$ cat src/hdl/pcvma_pkg.sv
// shared types and constants of the per-cell velocity moment accumulator
// used by pcvma_ctrl, pcvma_datapath and the top level; no dependencies
package pcvma_pkg;

    // fixed field widths of the stream beats
    localparam int CELL_REQ_W  = 10;
    localparam int VEL_FIELD_W = 16;
    localparam int CNT_W       = 32;
    localparam int SUM_W       = 48;
    localparam int SQ_W        = 56;
    localparam int LANES       = 3;

    // input tdata layout: cell_req, vel_u, vel_v, vel_w from bit 0 up
    localparam int CELL_LSB    = 0;
    localparam int VEL_LSB     = CELL_LSB + CELL_REQ_W;
    localparam int IN_TDATA_W  = 64;
    localparam int IN_TUSER_W  = 1;

    // kind codes carried in s_axis_tuser
    localparam logic KIND_ACCUM = 1'b0;
    localparam logic KIND_READ  = 1'b1;

    // one cell row: count lowest, then the three sums, then the three square sums
    typedef struct packed {
        logic [LANES-1:0][SQ_W-1:0]  sq;
        logic [LANES-1:0][SUM_W-1:0] sum;
        logic [CNT_W-1:0]            cnt;
    } cell_row_t;

    localparam int OUT_TDATA_W = $bits(cell_row_t);

    // controller to datapath
    typedef struct packed {
        logic clear;   // write zeros at the sweep address, advance the sweep
        logic load;    // capture the accepted input beat
        logic fetch;   // read the cell row, form the squares
        logic update;  // write back the new row, load the result register on a read
    } dp_cmd_t;

    // datapath to controller
    typedef struct packed {
        logic clr_last;  // sweep is at the last row
        logic is_read;   // captured item is a read
    } dp_stat_t;

endpackage

$ cat src/hdl/pcvma_ctrl.sv
// control state machine of the per-cell velocity moment accumulator
// depends on pcvma_pkg; drives pcvma_datapath through dp_cmd_t
module pcvma_ctrl
    import pcvma_pkg::*;
(
    input  logic     clk,
    input  logic     rst_n,
    input  logic     s_axis_tvalid,
    output logic     s_axis_tready,
    output logic     m_axis_tvalid,
    input  logic     m_axis_tready,
    input  dp_stat_t stat,
    output dp_cmd_t  cmd
);

    typedef enum logic [3:0] {
        ST_CLEAR  = 4'b0001,
        ST_IDLE   = 4'b0010,
        ST_FETCH  = 4'b0100,
        ST_UPDATE = 4'b1000
    } state_t;

    state_t state_reg, state_next;
    logic   out_valid_reg, out_valid_next;
    logic   can_finish;

    // a read may only finish once the result register is free or draining
    assign can_finish = !stat.is_read || !out_valid_reg || m_axis_tready;

    always_comb
    begin
        state_next = state_reg;
        cmd        = '0;
        case (state_reg)
            ST_CLEAR:
            begin
                cmd.clear = 1'b1;
                if (stat.clr_last)
                begin
                    state_next = ST_IDLE;
                end
            end
            ST_IDLE:
            begin
                if (s_axis_tvalid)
                begin
                    cmd.load   = 1'b1;
                    state_next = ST_FETCH;
                end
            end
            ST_FETCH:
            begin
                cmd.fetch  = 1'b1;
                state_next = ST_UPDATE;
            end
            ST_UPDATE:
            begin
                if (can_finish)
                begin
                    cmd.update = 1'b1;
                    state_next = ST_IDLE;
                end
            end
            default:
            begin
                state_next = ST_CLEAR;
            end
        endcase
    end

    always_comb
    begin
        out_valid_next = out_valid_reg;
        if (cmd.update && stat.is_read)
        begin
            out_valid_next = 1'b1;
        end
        else if (m_axis_tready)
        begin
            out_valid_next = 1'b0;
        end
    end

    always_ff @(posedge clk or negedge rst_n)
    begin
        if (!rst_n)
        begin
            state_reg     <= ST_CLEAR;
            out_valid_reg <= 1'b0;
        end
        else
        begin
            state_reg     <= state_next;
            out_valid_reg <= out_valid_next;
        end
    end

    assign s_axis_tready = (state_reg == ST_IDLE);
    assign m_axis_tvalid = out_valid_reg;

endmodule

$ cat config.mk
export PLATFORM = sky130hd
export DESIGN_NAME = pcvma_ctrl
export DESIGN_NICKNAME = d
export VERILOG_FILES = /design/src/hdl/pcvma_pkg.sv /design/src/hdl/pcvma_ctrl.sv
export SDC_FILE = /design/constraint.sdc
export NUM_CORES = 1
export LEC_CHECK = 0
export BUFFER_PORTS_ARGS = -buffer_cell sky130_fd_sc_hd__buf_4
export CAP_MARGIN = 0
export CORE_AREA = 3 3 40 42
export DETAILED_ROUTE_END_ITERATION = 16
export DIE_AREA = 0 0 43 45
export PLACE_DENSITY = 0.53
export SLEW_MARGIN = 10
export SYNTH_ARGS = -nofsm -noshare
export SYNTH_HDL_FRONTEND = slang
export SYNTH_SLANG_ARGS = --single-unit
$ cat constraint.sdc
create_clock -name clk -period 1.5 [get_ports clk]
set_input_delay 0.225 -clock clk [delete_from_list [all_inputs] [get_ports clk]]
set_output_delay 0.225 -clock clk [all_outputs]
set_load 0.1 [all_outputs]
* Yosys cells after proc, flatten, opt, wreduce, memory -nomap -nowiden
Index checks and enable logic that the tools add are counted.
** Word-level totals
- Word-level logic and storage cells :: 28
- Output and inout port bits :: 6
- Input bits :: 6
- Flip-flop bits (word level) :: 5
** Cells by class
- Equal/unequal tests :: 7
- Mux-type cells :: 12
- Reductions and logical operators :: 7
** Operators with widths (number)
- $pmux 4 s4 :: 1
- $mux 4 :: 3
- $mux 1 :: 8
- $ne 2x2->1 const B :: 3
- $eq 4x1->1 const B :: 1
- $eq 4x2->1 const B :: 1
- $eq 4x3->1 const B :: 1
- $eq 4x4->1 const B :: 1
- $reduce_and 3->1 :: 1
- $logic_not 1->1 :: 2
- $logic_or 1x1->1 :: 2
- $reduce_bool 2->1 :: 1
- $logic_and 1x1->1 :: 1

* Longest topological paths before layout
Gate-level depths: netlist of the first run.
- Depth after elaboration :: 7
- Depth in mapped cells :: 4
- Depth with buffers taken out :: 3

* Least setup slack after synthesis of the first run
No wires, ideal clock.
- Path kind :: register -> output
- Start :: register state_reg[0]
- End :: output port cmd[3] (netlist bit)
- Data required time :: 1.275 ns
- Arrival time :: 3.682 ns
- Path buffers :: 0
- Path slack :: -2.407 ns
- Stages on the path, launching flop included :: 2
- Cell sequence :: dfstp_2 -> nor4b_1
** RTL lines
- from (decl) :: line pcvma_ctrl.sv:23 : state_t state_reg, state_next;
- from (signal assigned) :: line pcvma_ctrl.sv:93 : state_reg <= state_next;
- to (decl) :: line pcvma_ctrl.sv:13 : output dp_cmd_t cmd

==> metrics.md, run 1 <==
| Metric | Value |
|---|---|
| Post-synth EDFFs | `0` |
| Distinct cell type count after synthesis | `20` |
| DRT iter0 DRCs | `17` |
| Crit-path cells | `nor4b_4 -> and2_4 -> buf_12` |
| Slowest stage cell, crit path | `dfrtp_2` |
| Combinational cell fraction of total power | `64.3%` |
| Min Clock Period, post-route | `1.60 ns` |
| Clock Path Buffers | `2` |
| GRT Util Overall | `12.2%` |
| Die height | `45 µm` |
| Ys flop type | `dfrtp_1` |
| Clock share of power | `13.3%` |
| Kind of cell adding the most delay to the critical path | `simple AND/OR/NAND/NOR gates` |
| Crit end category | `output pin` |
| # port buffers | `11` |
| Actual slew at the worst max-slew pin | `roughly 0.37 ns` |
| Antenna violations before repair | `0` |
| Area growth syn-to-layout | `125%` |
| First-pass GRT wire length | `1730 µm` |
| Number of flip-flops in the largest register | `4` |
| Worst vdd ir | `0.000862 V` |
| Fin util | `51.8%` |
| Slew Viols, Final | `0` |
| Worst path required time | `1.27 ns` |
| Final period util | `106%` |
| Nets@finish | `65` |
| Die X | `approximately 43 µm` |
| Initial Utilization | `23.0%` |
| Diodes inserted | `0` |
| Critical path data arrival time | `1.37 ns` |
| Pint | `0.573 mW` |
| IO Count | `12` |
| Layout cell share with drive strength beyond 1 | `70.7%` |
| GPL Wtd Cong | `0.765` |
| Leak Pwr | `0.284 nW` |
| Failing checks | `setup timing` |
| # DRC | `0` |
| Clock Sinks | `5` |
| Hold EP | `m_axis_tvalid$_DFFE_PN0P_` |
| Crit start category | `flop` |
| Largest net degree at the start of global routing | `10` |
| Dpl cell area | `458 µm²` |
| Number of core rows | `13` |
| Vias | `353` |
| WP buf/inv | `1` |
| PwrDens | `1690 mW/mm²` |
| Storage element area | `around 130 µm²` |
| Total wire length | `roughly 1000 µm` |
| Post-Place Setup Slack | `0.0350 ns` |
| Final Hold Vio Count | `0` |
| Num CTS Buffers | `3` |
| Psw | `0.550 mW` |
| Multi-input logic area | `approximately 210 µm²` |
| Net count after synthesis | `37` |
| Die area | `0.00194 mm²` |
| Gr ovfl total | `0` |
| Root Buffer Master | `clkbuf_4` |
| Crit-path max FO | `5` |
| Reg-to-reg slack, setup | `0.08 ns` |
| Vias per cell | `4.84` |
| Antenna Violating Nets Remaining | `0` |
| Crit path launch | `state_reg[1]$_DFFE_PN0P_` |
| Post-Syn Area | `295 µm²` |
| Sequential-to-total area share from yosys stat | `between 40% and 50%` |
| Total core area | `0.00128 mm²` |
| Cells after Synth | `31` |
| Fill cells | `between 100 and 150` |
| Final Total Pwr | `between 1 and 1.5 mW` |
| RR Startpoint | `state_reg[3]$_DFFE_PN0P_` |
| CP max stage delay | `0.46 ns` |
| Avg Cell Area, Syn | `approximately 9.5 µm²` |
| Worst Min Path Start | `m_axis_tready` |
| Worst-skew pair later-pin latency | `0.23 ns` |
| Yosys reg bits | `5` |
| Final Setup Violations | `3` |
| Worst Slack Setup Final | `-0.0952 ns` |
| Max-Cap Viols | `0` |
| Most frequent cells in the layout | `buf_4 (17), buf_12 (4), inv_1 (3), clkbuf_4 (3), buf_6 (3)` |
| Asr flop ratio synth | `100%` |
| Max Freq | `0.627 GHz` |
| Slew margin rel. | `75.0%` |
| Hold Path Class | `in2reg` |
| R2R depth | `5` |
| Synth Warn # | `0` |
| CTS tree | `built` |
| WL/cell | `14.0 µm` |
| Reg power frac | `22.3%` |
| Status | `complete, but fails checks` |
| Kind of critical path | `reg2out` |
| Switching share of power | `between 40 and 50%` |
| Drt first pass iters | `4` |
| Most common cell after layout, fill and taps aside | `buf_4` |
| Clock Skew | `0.00198 ns` |
| H-tree levels | `1` |
| Hold depth | `2` |
| Clock-pin transition on the worst setup and hold timing paths | `0.04 ns` |
| Vias in the first global route | `373` |
| Reg-to-reg endpoint | `state_reg[3]$_DFFE_PN0P_` |
| Post-DP HPWL | `between 600 and 700 µm` |
| Unrepaired setup endpoints after global routing | `yes` |
| Post-Layout Inst Area | `approximately 670 µm²` |
worst max-delay path by stage:
stage | end | slack [ns] | cells past startpoint
6_report | cmd[0] | -0.1 | 3
3_5_place_dp | cmd[0] | 0.03 | 3
4_1_cts | cmd[0] | -0.08 | 3
2_1_floorplan | cmd[2] | -0.37 | 2
5_1_grt | cmd[0] | -0.15 | 3
3_3_place_gp | cmd[0] | 0.08 | 3
synthesized netlist by cell type (2+ instances only):
| library cell | count | area share, % |
|---|---|---|
| inv_1 | 3 | 3.8 |
| dfrtp_1 | 4 | 34 |
| nor3_1 | 2 | 3.4 |
| nand2_1 | 3 | 3.8 |
| o21ai_0 | 2 | 3.4 |
| nor4_1 | 3 | 6.4 |
power groups by stage:
stage / clock [mW] / sequential, mW / combinational [mW]
6_report: 0.150 / 0.251 / 0.723
5_1_grt: 0.171 / 0.255 / 0.758
4_1_cts: 0.153 / 0.256 / 0.648
3_5_place_dp: 0 / 0.259 / 0.525
3_3_place_gp: 0 / 0.255 / 0.520
2_1_floorplan: 0 / 0.251 / 0.417
through the flow:
stage / hold slack, ns / instances / TNS [ns]
2_1_floorplan: -0.0706 / 31 / -0.854
3_3_place_gp: 0.0272 / 58 / 0
3_5_place_dp: 0.0288 / 58 / 0
4_1_cts: 0.175 / 69 / -0.273
5_1_grt: 0.184 / 73 / -0.500
6_report: 0.178 / 73 / -0.244
area by class of cell:
cell class / instances / area share, %
Timing Repair Buffer: 25 / 37.8
Multi-Input combinational cell: 20 / 32.1
Sequential cell: 5 / 19.9
Clock buffer: 4 / 3.95
Inverter: 4 / 3.38
Tap cell: 15 / 2.82
cells by family (layout without fill, tap and decap cells):
group | after synthesis | in the layout | synth area share (%)
AOI/OAI and AO/OA | 6 | 6 | 15.3
DFF | 5 | 5 | 42.8
and+or+nand+nor | 14 | 14 | 30.5
buffers and inverters | 6 | 33 | 11.4
metal layers:
| layer | share of wire, % | track usage [%] |
|---|---|---|
| met4 | 3.0 | 7.23 |
| met3 | 6.4 | 3.98 |
| met5 | 0 | 0 |
| met2 | 54 | 21.0 |
| met1 | 36 | 13.2 |
timing repair:
item                       4_1_cts  5_1_grt
hold endpoints to repair         5        0
hold buffers                     1        0
pin swaps                        2        3
gates resized for setup         18        2
setup endpoints to repair        5        5
setup buffers                    6        4
(Power assumes the default switching activity.)
==> run 2: changes to the inputs <==
- ABC_AREA: not set -> 1
- PLACE_DENSITY: 0.53 -> 0.55
==> metrics.md, run 2 <==
| Metric | Value |
|---|---|
| Status | `completed` |
| Final Total Pwr | `1.18 mW (+5.1%)` |
| Worst path required time | `1.27 ns (about the same)` |
| Vias | `319 (-9.6%)` |
| Drt first pass iters | `2 (-2)` |
| Vias in the first global route | `281 (-25%)` |
| Leak Pwr | `0.293 nW (+3.2%)` |
| Synth Warn # | `0 (unchanged)` |
| Slowest stage cell, crit path | `dfrtp_2` |
| WP buf/inv | `2 (+1)` |
| # port buffers | `11 (unchanged)` |
| Gr busiest metal | `met2` |
| Layout cell share with drive strength beyond 1 | `65.0% (-5.7 points)` |
| Biggest area consumer among synthesized cells | `dfrtp_1` |
| Yosys reg bits | `5 (unchanged)` |
| Fin util | `46.9% (-4.9 points)` |
| Crit-path max FO | `3 (-2)` |
| Multi-input logic area | `211 µm² (-1.2%)` |
| Clock Skew | `0.00554 ns (+0.00356 ns)` |
| Vias per cell | `4.25 (-12%)` |
| Ys flop type | `dfrtp_1` |
| Storage element area | `131 µm² (-0.94%)` |
| Final Hold Vio Count | `0 (unchanged)` |
| Hold Path Class | `in2reg` |
| Die height | `45 µm (unchanged)` |
| Clock-pin transition on the worst setup and hold timing paths | `0.04 ns (about the same)` |
| WL/cell | `8.81 µm (-37%)` |
| Clock Sinks | `5 (unchanged)` |
| Initial Utilization | `25.0% (+2.0 points)` |
| Placed insts | `67 (+16%)` |
| Post-Layout Cell Count | `75 (+2.7%)` |
| Critical path depth | `4 (+1)` |
| Number of flip-flops in the largest register | `4 (unchanged)` |
| Dpl cell area | `453 µm² (-1.1%)` |
| Final Setup Violations | `0 (-3)` |
| Die area | `0.00194 mm² (unchanged)` |
| Actual slew at the worst max-slew pin | `0.277 ns (-0.0944 ns)` |
| DRT iter0 DRCs | `6 (-11)` |
| Most frequent cells in the layout | `buf_4 (9), nor2_4 (7), nand2_1 (6)` |
| CP max stage delay | `0.42 ns (-0.04 ns)` |
| Crit start category | `flop` |
| Asr flop ratio synth | `100% (unchanged)` |
| Die X | `43 µm (unchanged)` |
| Cells after Synth | `42 (+35%)` |
| Met1 Resource Use GR | `10.0% (-3.2 points)` |
| Distinct cell type count after synthesis | `15 (-25%)` |
| Post-Syn Area | `322 µm² (+8.9%)` |
| Post-Place Setup Slack | `0.161 ns (+0.126 ns)` |
| Final period util | `99.1% (-7.2 points)` |
| Antenna violations before repair | `0 (unchanged)` |
| Num CTS Buffers | `3 (unchanged)` |
| Area growth syn-to-layout | `87.5%` |
| Diodes inserted | `0 (unchanged)` |
| Root Buffer Master | `clkbuf_4` |
| GRT Util Overall | `8.71% (-3.5 points)` |
| Worst Slack Setup Final | `0.0133 ns (+0.109 ns)` |
| First-pass GRT wire length | `1200 µm (-30%)` |
| Net count after synthesis | `48 (+30%)` |
| Hold WS | `0.180 ns (+0.00160 ns)` |
| Setup TNS | `0 ns (+0.244 ns)` |
| Min Clock Period, post-route | `1.49 ns (-0.109 ns)` |
| Kind of cell adding the most delay to the critical path | `flip-flops` |
| Total wire length | `661 µm (-35%)` |
| GPL Wtd Cong | `0.683 (-11%)` |
| Post-Layout Inst Area | `603 µm² (-9.4%)` |
| Top-count cell post-synth | `nand2_1` |
| Crit-path cells | `nor2_4 -> inv_2 -> nor3_4 -> buf_12` |
| # DRC | `0 (unchanged)` |
| M2 GR Usage | `12.9% (-8.1 points)` |
| Critical path data arrival time | `1.26 ns (-0.11 ns)` |
| Worst vdd ir | `0.000878 V (+1.9%)` |
| Sequential-to-total area share from yosys stat | `39.3% (-3.5 points)` |
| Avg Cell Area, Syn | `7.66 µm² (-20%)` |
| CTS tree | `built` |
| Most instantiated cells after synthesis | `nand2_1 (8), inv_1 (7), nor2_1 (6)` |
| Fill cells | `134 (+18%)` |
| Slew Viols, Final | `0 (unchanged)` |
| Number of core rows | `13 (unchanged)` |
| Post-synth EDFFs | `0 (unchanged)` |
| M3 GR Usage | `6.77% (+2.8 points)` |
| Worst-skew pair later-pin latency | `0.24 ns (about the same)` |
| Slew margin rel. | `81.7% (+6.7 points)` |
| Synth area leaders | `dfrtp_1 (31%), nor2_4 (11%), nand2_1 (9.3%), dfstp_2 (8.2%), inv_1 (8.2%)` |
| Crit end category | `output pin` |
| Nets@finish | `67 (+3.1%)` |
| Unrepaired setup endpoints after global routing | `yes` |
| Max-Cap Viols | `0 (unchanged)` |
| Kind of critical path | `reg2out` |
| Hold depth | `2 (unchanged)` |
| Gr ovfl total | `0 (unchanged)` |
| Total core area | `0.00128 mm² (unchanged)` |
| Clock Path Buffers | `2 (unchanged)` |
| Antenna Violating Nets Remaining | `0 (unchanged)` |
| Post-synth top area share | `31.1% (-2.8 points)` |
| H-tree levels | `1 (unchanged)` |
| Post-DP HPWL | `515 µm (-21%)` |
| Most common cell after layout, fill and taps aside | `buf_4` |
| IO Count | `12 (unchanged)` |
| PwrDens | `1960 mW/mm² (+16%)` |
| Largest net degree at the start of global routing | `6 (-4)` |
| R2R depth | `5 (unchanged)` |
| Max Freq | `0.673 GHz (+7.3%)` |
[run 2: changes by cell type after synthesis, moves of 2 or more]
| cell | before | now |
|---|---|---|
| nand3_2 | 0 | 2 |
| nor4_1 | 3 | 0 |
| nand3_1 | 0 | 2 |
| inv_1 | 3 | 7 |
| nand2_1 | 3 | 8 |
| inv_2 | 1 | 3 |
| nor2_4 | 0 | 3 |
| o21ai_0 | 2 | 0 |
| nor2_1 | 0 | 6 |
[run 2: layer usage]
layer | routed length, µm | vias to the layer above
met5 | 0 | -
met3 | 70 | 0
met4 | 0 | 0
met2 | 335 | 11
met1 | 256 | 145
li1 | - | 163
[run 2: final timing paths]
check,to,slack (ns),start
worst max-delay path,cmd[0],0.01,state_reg[1]$_DFFE_PN0P_
worst min-delay path,m_axis_tvalid$_DFFE_PN0P_,0.18,m_axis_tready
worst max register to register,state_reg[1]$_DFFE_PN0P_,0.28,state_reg[0]$_DFFE_PN1P_
worst min register to register,state_reg[0]$_DFFE_PN1P_,0.57,state_reg[0]$_DFFE_PN1P_
max in group asynchronous,state_reg[0]$_DFFE_PN1P_,0.98,rst_n
min in group asynchronous,m_axis_tvalid$_DFFE_PN0P_,0.32,rst_n
[run 2: area by class of cell]
type / instances / share of cell area, %
flip-flops and latches: 5 / 21.8
well taps: 15 / 3.11
multi-input cells: 26 / 35.1
inverters: 10 / 6.22
repair buffers: 15 / 29.5
clock buffers: 4 / 4.36
[run 2: what timing repair did]
action / CTS / global route
endpoints found under the setup margin: 5 / 5
pin swaps: 1 / 4
gates resized for setup: 14 / 10
endpoints found under the hold margin: 5 / 0
setup buffers: 1 / 2
hold buffers: 1 / 0
[run 2: power breakdown]
part	internal, mW	leakage, nW	switching [mW]
logic	0.301	0.217	0.494
clock network	0.100	0.0150	0.0489
registers	0.184	0.0614	0.0521
total	0.585	0.293	0.595
[run 2: cells by family (layout without fill, tap and decap cells)]
family                 Yosys count  in the layout  synth area share, %
AOI/OAI and AO/OA                2              2                 5.06
buffers and inverters           11             29                 14.0
DFF                              5              5                 39.3
and+or+nand+nor                 24             24                 41.6
==> run 3: changes to the inputs <==
- CELL_PAD_IN_SITES_DETAIL_PLACEMENT: not set -> 1
- CELL_PAD_IN_SITES_GLOBAL_PLACEMENT: not set -> 2
- CTS_BUF_LIST: not set -> sky130_fd_sc_hd__clkbuf_2
- PLACE_DENSITY: 0.55 -> 0.83
==> metrics.md, run 3 (synthesized netlist as in run 2, its figures left out) <==
| Metric | Value |
|---|---|
| Status | `completed` |
| Final Setup Violations | `0 (unchanged)` |
| WP buf/inv | `2 (unchanged)` |
| Slew margin rel. | `81.6% (-0.092 points)` |
| Most frequent cells in the layout | `buf_4 (10), inv_1 (7), nand2_1 (7), nor2_4 (6), buf_12 (5)` |
| Kind of cell adding the most delay to the critical path | `flip-flops` |
| Kind of critical path | `reg2out` |
| Number of core rows | `13 (unchanged)` |
| GRT Util Overall | `9.52% (+0.81 points)` |
| Total core area | `0.00128 mm² (unchanged)` |
| Actual slew at the worst max-slew pin | `0.279 ns (+0.00139 ns)` |
| Root Buffer Master | `clkbuf_2` |
| Crit-path max FO | `4 (+1)` |
| Crit start category | `flop` |
| H-tree levels | `1 (unchanged)` |
| Clock-pin transition on the worst setup and hold timing paths | `0.06 ns (+0.02 ns)` |
| Area growth syn-to-layout | `84.0%` |
| Post-Layout Cell Count | `76 (+1.3%)` |
| Slew Viols, Final | `0 (unchanged)` |
| Clock share of power | `10.5% (-2.1 points)` |
| # port buffers | `11 (unchanged)` |
| Vias per cell | `4.21 (-1.0%)` |
| Final Total Pwr | `1.18 mW (-0.27%)` |
| # DRC | `0 (unchanged)` |
| Combinational cell fraction of total power | `69.8% (+2.4 points)` |
| First-pass GRT wire length | `1380 µm (+15%)` |
| Placed insts | `67 (unchanged)` |
| GPL Wtd Cong | `0.678 (-0.78%)` |
| Hold Path Class | `in2reg` |
| IO Count | `12 (unchanged)` |
| Largest net degree at the start of global routing | `6 (unchanged)` |
| Switching share of power | `51.6% (+1.2 points)` |
| Max Freq | `0.680 GHz (+1.1%)` |
| Worst-skew pair later-pin latency | `0.21 ns (-0.03 ns)` |
| Initial Utilization | `25.0% (unchanged)` |
| Worst vdd ir | `0.000931 V (+6.0%)` |
| Slowest stage cell, crit path | `dfstp_2` |
| Diodes inserted | `0 (unchanged)` |
| Antenna Violating Nets Remaining | `0 (unchanged)` |
| Min Clock Period, post-route | `1.47 ns (-0.0156 ns)` |
| Vias in the first global route | `353 (+26%)` |
| CP max stage delay | `0.58 ns (+0.16 ns)` |
| Die height | `45 µm (unchanged)` |
| Unrepaired setup endpoints after global routing | `yes` |
| Num CTS Buffers | `3 (unchanged)` |
| Layout cell share with drive strength beyond 1 | `60.7% (-4.3 points)` |
| Antenna violations before repair | `0 (unchanged)` |
| Crit end category | `output pin` |
| Psw | `0.608 mW (+2.1%)` |
| Reg power frac | `19.7% (-0.3 points)` |
| Pint | `0.570 mW (-2.7%)` |
| DRT iter0 DRCs | `0 (-6)` |
| Final Hold Vio Count | `0 (unchanged)` |
| Gr ovfl total | `0 (unchanged)` |
| CTS tree | `built` |
| Post-Place Setup Slack | `0.137 ns (-0.0235 ns)` |
| Post-DP HPWL | `681 µm (+32%)` |
| Leak Pwr | `0.302 nW (+2.9%)` |
| Die X | `43 µm (unchanged)` |
| Fin util | `46.1% (-0.88 points)` |
| WL/cell | `11.6 µm (+32%)` |
| Number of flip-flops in the largest register | `4 (unchanged)` |
| Worst path required time | `1.27 ns (about the same)` |
| Total wire length | `884 µm (+34%)` |
| Clock Sinks | `5 (unchanged)` |
| Most common cell after layout, fill and taps aside | `buf_4` |
| Clock Path Buffers | `2 (unchanged)` |
| Worst Slack Setup Final | `0.0289 ns (+0.0156 ns)` |
| Die area | `0.00194 mm² (unchanged)` |
| Max-Cap Viols | `0 (unchanged)` |
| Hold WS | `0.202 ns (+0.0227 ns)` |
| Nets@finish | `68 (+1.5%)` |
| PwrDens | `1990 mW/mm² (+1.6%)` |
| Vias | `320 (+0.31%)` |
| Critical path data arrival time | `1.25 ns (about the same)` |
| Crit-path cells | `nor2_4 -> nand3_1 -> inv_1 -> buf_12` |
| Drt first pass iters | `1 (-1)` |
| Clock Skew | `0.00235 ns (-0.00319 ns)` |
| Final period util | `98.1% (-1.0 points)` |
[run 3: power by group through the flow]
stage                     registers [mW]  clock network, mW  logic, mW
after floorplan                    0.219                  0      0.507
after global placement             0.225                  0      0.609
after detailed placement           0.227                  0      0.613
after CTS                          0.223              0.128      0.713
after global routing               0.239              0.137      0.866
final                              0.232              0.124      0.822
[run 3: cell type report]
class                   count  area (µm²)
fillers                   151         693
multi-input cells          26         199
repair buffers             16         185
flip-flops and latches      5         131
inverters                  10        37.5
clock buffers               4        20.0
well taps                  15        18.8
[run 3: path summary, 6_finish.rpt]
| kind | startpoint | end | slack, ns | cells after the start |
|---|---|---|---|---|
| max | state_reg[0]$_DFFE_PN1P_ | cmd[1] | 0.03 | 4 |
| min | m_axis_tready | m_axis_tvalid$_DFFE_PN0P_ | 0.20 | 2 |
| max reg2reg | state_reg[0]$_DFFE_PN1P_ | state_reg[1]$_DFFE_PN0P_ | 0.32 | 5 |
| min reg2reg | state_reg[0]$_DFFE_PN1P_ | state_reg[0]$_DFFE_PN1P_ | 0.58 | 2 |
| max in group asynchronous | rst_n | state_reg[0]$_DFFE_PN1P_ | 0.95 | 2 |
| min in group asynchronous | rst_n | state_reg[2]$_DFFE_PN0P_ | 0.35 | 2 |
[run 3: timing repair]
| item | CTS | global route |
|---|---|---|
| pin swaps | 1 | 2 |
| endpoints found under the setup margin | 5 | 5 |
| cloned | 0 | 0 |
| setup buffers | 1 | 3 |
| gates resized for setup | 14 | 5 |
| hold buffers | 1 | 0 |
| hold endpoints to repair | 5 | 0 |
[run 3: layer usage]
| metal | share of wire (%) | track usage, % |
|---|---|---|
| met1 | 37 | 9.98 |
| met3 | 5.1 | 3.98 |
| met2 | 58 | 18.0 |
| met5 | 0 | 0 |
| met4 | 0 | 1.81 |
[run 3: per-stage QoR]
step	cell area, µm²	setup TNS, ns
after floorplan	359	-0.294
after CTS	548	-0.0462
after detailed placement	453	0
final	592	0
after global routing	592	-0.157
after global placement	453	0
